**config.mk**
```make
export PLATFORM = sky130hd
export DESIGN_NAME = humidity_sensor_frame_decoder_top
export DESIGN_NICKNAME = d
export VERILOG_FILES = /design/src/rtl/core/hsfd_pkg.sv /design/src/rtl/core/humidity_sensor_frame_decoder_top.sv
export SDC_FILE = /design/constraint.sdc
export NUM_CORES = 1
export LEC_CHECK = 0
export CORE_MARGIN = 2
export CORE_UTILIZATION = 40
export CTS_CLUSTER_DIAMETER = 30
export DETAILED_ROUTE_END_ITERATION = 16
export DONT_BUFFER_PORTS = 1
export GPL_ROUTABILITY_DRIVEN = 0
export SETUP_SLACK_MARGIN = 0.05
export SLEW_MARGIN = 40
export SYNTH_ARGS = -nofsm -noshare
export SYNTH_HDL_FRONTEND = slang
export SYNTH_SLANG_ARGS = --single-unit
```
**constraint.sdc**
```tcl
create_clock -name clk -period 8.7 [get_ports clk]
set_input_delay 1.74 -clock clk [delete_from_list [all_inputs] [get_ports clk]]
set_output_delay 1.74 -clock clk [all_outputs]
set_load 0.03 [all_outputs]
```
**src/rtl/core/hsfd_pkg.sv**
```systemverilog
// shared types, constants and functions for the humidity sensor frame decoder
// no dependencies

package hsfd_pkg;

  typedef struct packed {
    logic [7:0] data_byte;
    logic       frame_start;
  } in_item_t;

  typedef struct packed {
    logic signed [11:0] temperature_tenths;
    logic        [13:0] humidity_centi;
    logic               crc_error;
  } out_item_t;

  localparam logic [7:0] CRC_POLY = 8'h31;
  localparam logic [7:0] CRC_INIT = 8'hFF;

  // byte positions inside one frame
  localparam logic [2:0] POS_T_HI  = 3'd0;
  localparam logic [2:0] POS_T_LO  = 3'd1;
  localparam logic [2:0] POS_T_CRC = 3'd2;
  localparam logic [2:0] POS_H_HI  = 3'd3;
  localparam logic [2:0] POS_H_LO  = 3'd4;
  localparam logic [2:0] POS_H_CRC = 3'd5;

  // scaling: round(k*raw/65535) = floor((2k*raw + 65535) / 131070)
  localparam int unsigned T_SCALE    = 3500;
  localparam int unsigned H_SCALE    = 20000;
  localparam int unsigned H_SCALE_HI = H_SCALE * 256;
  localparam int unsigned ROUND_BIAS = 65535;
  localparam int unsigned T_OFFSET   = 450;

  function automatic logic [7:0] crc8_byte(logic [7:0] crc, logic [7:0] b);
    logic [7:0] c;
    c = crc ^ b;
    for (int i = 0; i < 8; i++) begin
      if (c[7]) begin
        c = {c[6:0], 1'b0} ^ CRC_POLY;
      end else begin
        c = {c[6:0], 1'b0};
      end
    end
    return c;
  endfunction

  // floor(n / 131070) for n below 2^31, via m = n/2 and m/65535 by shift-add
  function automatic logic [14:0] div_131070(logic [30:0] n);
    logic [29:0] m;
    logic [30:0] s;
    m = n[30:1];
    s = {1'b0, m} + {17'd0, m[29:16]} + 31'd1;
    return s[30:16];
  endfunction

endpackage

```
**src/rtl/core/humidity_sensor_frame_decoder_top.sv**
```systemverilog
// humidity sensor frame decoder, top level
// depends on hsfd_pkg

// Takes one sensor byte per transfer, one transfer per clock when the result side keeps
// up. Bytes run temperature high, low, CRC, humidity high, low, CRC; each CRC-8 (poly 0x31,
// init 0xFF) is checked as it arrives. The sixth byte produces one result transfer,
// registered in the output stage, holding tenths of a degree and hundredths of a percent,
// or zeros with crc_error set. frame_start forces the byte to be the first of a frame.
// The scaling multiplies are spread over the frame (temperature at the low byte and its
// CRC byte, humidity at its high and low bytes), so no byte waits on arithmetic; input is
// held off only while a finished result waits in the output register.

module humidity_sensor_frame_decoder_top (
  input  logic                 clk,
  input  logic                 rst_n,
  input  logic                 in_valid,
  output logic                 in_ready,
  input  hsfd_pkg::in_item_t   in_data,
  output logic                 out_valid,
  input  logic                 out_ready,
  output hsfd_pkg::out_item_t  out_data
);

  logic [2:0]  pos_r, pos_nxt;
  logic [7:0]  crc_r, crc_nxt;
  logic        err_r, err_nxt;
  logic [7:0]  high_r, high_nxt;
  logic [27:0] tsum_r, tsum_nxt;
  logic [10:0] tq_r, tq_nxt;
  logic [30:0] hprod_r, hprod_nxt;
  logic [30:0] hsum_r, hsum_nxt;
  logic        out_valid_r, out_valid_nxt;
  hsfd_pkg::out_item_t out_r, out_nxt;

  logic        in_fire;
  logic        restart;
  logic [2:0]  cur_pos;
  logic [7:0]  cur_crc;
  logic        cur_err;
  logic [7:0]  crc_upd;
  logic        crc_bad;
  logic        frame_err;
  logic [14:0] tq_full;
  logic [14:0] hq_full;
  logic [15:0] t_raw;

  assign in_ready  = !out_valid_r || out_ready;
  assign in_fire   = in_valid && in_ready;
  assign out_valid = out_valid_r;
  assign out_data  = out_r;

  assign restart = in_data.frame_start || (pos_r > hsfd_pkg::POS_H_CRC);
  assign cur_pos = restart ? hsfd_pkg::POS_T_HI : pos_r;
  assign cur_crc = restart ? hsfd_pkg::CRC_INIT : crc_r;
  assign cur_err = restart ? 1'b0 : err_r;

  assign crc_upd   = hsfd_pkg::crc8_byte(cur_crc, in_data.data_byte);
  assign crc_bad   = (cur_crc != in_data.data_byte);
  assign frame_err = cur_err || crc_bad;
  assign t_raw     = {high_r, in_data.data_byte};
  assign tq_full   = hsfd_pkg::div_131070({3'd0, tsum_r});
  assign hq_full   = hsfd_pkg::div_131070(hsum_r);

  always_comb begin
    pos_nxt       = pos_r;
    crc_nxt       = crc_r;
    err_nxt       = err_r;
    high_nxt      = high_r;
    tsum_nxt      = tsum_r;
    tq_nxt        = tq_r;
    hprod_nxt     = hprod_r;
    hsum_nxt      = hsum_r;
    out_valid_nxt = out_valid_r && !out_ready;
    out_nxt       = out_r;
    if (in_fire) begin
      pos_nxt = cur_pos + 3'd1;
      crc_nxt = crc_upd;
      err_nxt = cur_err;
      case (cur_pos)
        hsfd_pkg::POS_T_HI: begin
          high_nxt = in_data.data_byte;
        end
        hsfd_pkg::POS_T_LO: begin
          tsum_nxt = 28'(t_raw) * 28'(hsfd_pkg::T_SCALE) + 28'(hsfd_pkg::ROUND_BIAS);
        end
        hsfd_pkg::POS_T_CRC: begin
          err_nxt = frame_err;
          crc_nxt = hsfd_pkg::CRC_INIT;
          tq_nxt  = tq_full[10:0];
        end
        hsfd_pkg::POS_H_HI: begin
          hprod_nxt = 31'(in_data.data_byte) * 31'(hsfd_pkg::H_SCALE_HI)
                      + 31'(hsfd_pkg::ROUND_BIAS);
        end
        hsfd_pkg::POS_H_LO: begin
          hsum_nxt = hprod_r + 31'(in_data.data_byte) * 31'(hsfd_pkg::H_SCALE);
        end
        default: begin
          // humidity checksum byte closes the frame
          pos_nxt       = hsfd_pkg::POS_T_HI;
          crc_nxt       = hsfd_pkg::CRC_INIT;
          err_nxt       = 1'b0;
          out_valid_nxt = 1'b1;
          out_nxt.crc_error = frame_err;
          if (frame_err) begin
            out_nxt.temperature_tenths = '0;
            out_nxt.humidity_centi     = '0;
          end else begin
            out_nxt.temperature_tenths =
              $signed(12'(tq_r) - 12'(hsfd_pkg::T_OFFSET));
            out_nxt.humidity_centi = hq_full[13:0];
          end
        end
      endcase
    end
  end

  always_ff @(posedge clk) begin
    if (!rst_n) begin
      pos_r       <= hsfd_pkg::POS_T_HI;
      crc_r       <= hsfd_pkg::CRC_INIT;
      err_r       <= 1'b0;
      high_r      <= '0;
      out_valid_r <= 1'b0;
    end else begin
      pos_r       <= pos_nxt;
      crc_r       <= crc_nxt;
      err_r       <= err_nxt;
      high_r      <= high_nxt;
      out_valid_r <= out_valid_nxt;
    end
  end

  always_ff @(posedge clk) begin
    tsum_r  <= tsum_nxt;
    tq_r    <= tq_nxt;
    hprod_r <= hprod_nxt;
    hsum_r  <= hsum_nxt;
    out_r   <= out_nxt;
  end

  // frame position stays inside the six-byte frame
  a_pos_range: assert property (@(posedge clk) disable iff (!rst_n)
    pos_r <= hsfd_pkg::POS_H_CRC)
    else $error("byte position out of range");

  // a closing byte always loads a result
  a_close_loads: assert property (@(posedge clk) disable iff (!rst_n)
    in_fire && (cur_pos == hsfd_pkg::POS_H_CRC) |=> out_valid_r)
    else $error("result not loaded after closing byte");

  // error results carry zero values
  a_err_zero: assert property (@(posedge clk) disable iff (!rst_n)
    out_valid_r && out_r.crc_error |->
      (out_r.temperature_tenths == 12'sd0) && (out_r.humidity_centi == 14'd0))
    else $error("error result with nonzero values");

  // good results stay in the sensor range
  a_val_range: assert property (@(posedge clk) disable iff (!rst_n)
    out_valid_r && !out_r.crc_error |->
      (out_r.humidity_centi <= 14'd10000) &&
      (out_r.temperature_tenths >= -12'sd450) &&
      (out_r.temperature_tenths <= 12'sd1300))
    else $error("scaled value out of range");

endmodule
```
==> metrics.yaml <==
worst_slew_pin_slew_ns: 0.7333
crit_chain: "inv_1, ha_1, xor2_1, ha_1, or2_2, fa_1, fa_1, inv_1, fa_1, inv_1, ha_1, a21oi_1, o21ai_0, a311o_1, o21bai_1, xor2_1, or2b_1, or3_4, or4b_1, xnor2_1"
end_kind: "flop"
ant_nets: 0
drive_above_1_share_pct: 5.255
ys_types: 82
clock_latency_ns: 0.42
p_leak_uw: 0.005602
cts_hold_buffers: 0
die_height_um: 177.3
period_needed_ns: 7.368
drt-wirelength-per-cell_um: 15.39
synthMuxAreaShare_pct: 0.3437
start_util_pct: 40.54
synth_compound_gate_area_share_pct: 10.92
top_layer: "met4"
die_width_um: 177.3
ys.warnings.count: 0
cp.arrival_ns: 7.52
synthAdderAreaFrac_pct: 28.51
clock_path_buffers: 2
cts_tree: "built"
slew_headroom_pct: 50.98
ctsHtreeMaxLevel: 4
yosys-top-cells-area: "edfxtp_1, ha_1, fa_1"
critPathRequiredTime_ns: 8.85
portBuffers: 0
cpLargestDelayFamily: "adder cells"
syn-instance-count: 1204
status: "finished, final reports clean"
drt-met1-wl_mm: 12.61
cp.buffers_inverters: 3
synthArstFlopShare_pct: 0
slew_viol_final: 0
vias_per_cell: 5.142
hold_class: "flop to flop"
wl_mm: 24.75
fin_nets: 1451
fillCellCount: 2856
synth_top_cell_area_share_pct: 26.99
route.met3.wl_mm: 1.177
rsz0062_at_grt: "no"
first_pass_iters: 7
synth_most_common_cell: "inv_1"
synth_edf_count: 108
drt_iter0_markers: 453
die-area_mm2: 0.03144
seq_area_frac_synth_pct: 30.49
synth_xor_area_share_pct: 10.13
drc: 0
grt_pass1_vias: 7954
critical-path-slowest-cell: "fa_1"
crit_fanout: 13
cts-root-buf: "clkbuf_16"
synth_top_flop_cell: "edfxtp_1"
vias: 8269
worst_setup_path_start_kind: "input pin"
grt.total_usage_pct: 16.40
hold_viol_final: 0
synth_top_cells_by_count: "inv_1, ha_1, edfxtp_1"
cts_sinks: 129
pin_count: 42
area_growth_pct: 8.207
dr_wl_met2_mm: 10.62
gr-total-overflow: 0
ys_ff_latch: 129
syn_area_mm2: 0.01201
rows: 63
synth_top_family_by_area: "adder cells"
dp_hpwl_mm: 19.99
yosys.area.top_type: "edfxtp_1"
grt_pass1_wl_mm: 40.85
maxCapViolCount: 0
cts.repair.resized: 0
path_class: "input pin to flop"
cts_setup_buffers: 0
power_uw: 4079
cts_made_buffers: 17
synth_area_per_cell_um2: 9.978
antenna_found_initial: 0
setup_violations: 0
slowest_delay_ns: 0.55
max_freq_ghz: 0.1357
synth_nets: 1450
final.period_utilization_pct: 84.69
tns_ns: 0
synth-simple-area-share_pct: 13.13
clkTransAtPathRegs_ns: 0.06
powerDensity_mw_per_mm2: 313.8
grt_max_degree: 29
skew_ns: 0.01830
diodes: 0
irDropWorstVdd_v: 0.0001666
core_area_mm2: 0.02964
==> power breakdown <==
group / total (µW) / internal, µW / switching, µW
clock: 716 / 425 / 291
sequential: 868 / 825 / 43.2
combinational: 2490 / 1010 / 1480
total: 4080 / 2260 / 1820
==> per-stage QoR <==
| stage | area (µm²) | cells | hold WS (ns) | setup slack, ns | util, % |
|---|---|---|---|---|---|
| floorplan | 12010 | 1204 | 0.4461 | 1.315 | - |
| global placement | 12400 | 1576 | 0.4709 | 1.010 | 41.85 |
| detailed placement | 12420 | 1576 | 0.4735 | 0.9096 | 41.89 |
| CTS | 13000 | 1608 | 0.4828 | 1.332 | 43.86 |
| global route | 13000 | 1608 | 0.5215 | 0.9890 | 43.86 |
| finish | 13000 | 1608 | 0.4831 | 1.332 | 43.86 |
==> layout by cell type (no fill, tap or decap), types with 20 or more instances in the layout <==
cell / count
o21a_1: 20
fa_1: 68
dfxtp_1: 21
a21oi_1: 34
o21ai_0: 34
ha_1: 165
nand2_1: 80
inv_1: 171
nor3_1: 24
xor2_1: 53
nor2_1: 84
xnor2_1: 86
nand3_1: 21
edfxtp_1: 108
==> path summary, 6_finish.rpt <==
path / from / to / slack, ns / cells after the start
worst min register to register: err_r$_SDFFE_PN0P_ / err_r$_SDFFE_PN0P_ / 0.48 / 2
worst min-delay path: err_r$_SDFFE_PN0P_ / err_r$_SDFFE_PN0P_ / 0.48 / 2
worst max-delay path: in_data[3] / tsum_r[27]$_DFFE_PP_ / 1.33 / 20
worst max register to register: high_r[0]$_SDFFE_PN0P_ / tsum_r[27]$_DFFE_PP_ / 2.53 / 17
==> routing by layer <==
metal / up-vias / global-route usage, %
met5: - / 0
met4: 0 / 4.235
met3: 19 / 3.299
met2: 187 / 24.68
met1: 3888 / 24.02
li1: 4175 / -
==> tightest hold or removal path: stages (launching register included) <==
cell and delay (ns):
dfxtp_1 0.32, nand2_1 0.05, a21boi_0 0.06
==> cell families after synthesis <==
kind of cell	Yosys count
AND/OR/NAND/NOR	317
adder cells (fa/ha/maj)	233
buffers and inverters	194
AO/OA/AOI/OAI	188
XOR/XNOR	139
flip-flops	129
multiplexers	4
==> state kept, by name (all words and copies together) (netlist names) <==
signal	flops
out_valid	1
hsum_r	26
crc_r	8
pos_r	3
hprod_r	18
out_data	27
tq_r	11
high_r	8
err_r	1
tsum_r	26
==> final cells by class <==
type / instances / area (µm²) / area share [%]
multi-input cells: 881 / 7591 / 58.39
flip-flops and latches: 129 / 3664 / 28.18
inverters: 172 / 645.6 / 4.966
well taps: 390 / 488.0 / 3.754
clock buffers: 17 / 425.4 / 3.272
clock inverters: 15 / 156.4 / 1.203
repair buffers: 4 / 30.03 / 0.2310
(Power assumes the default switching activity.)
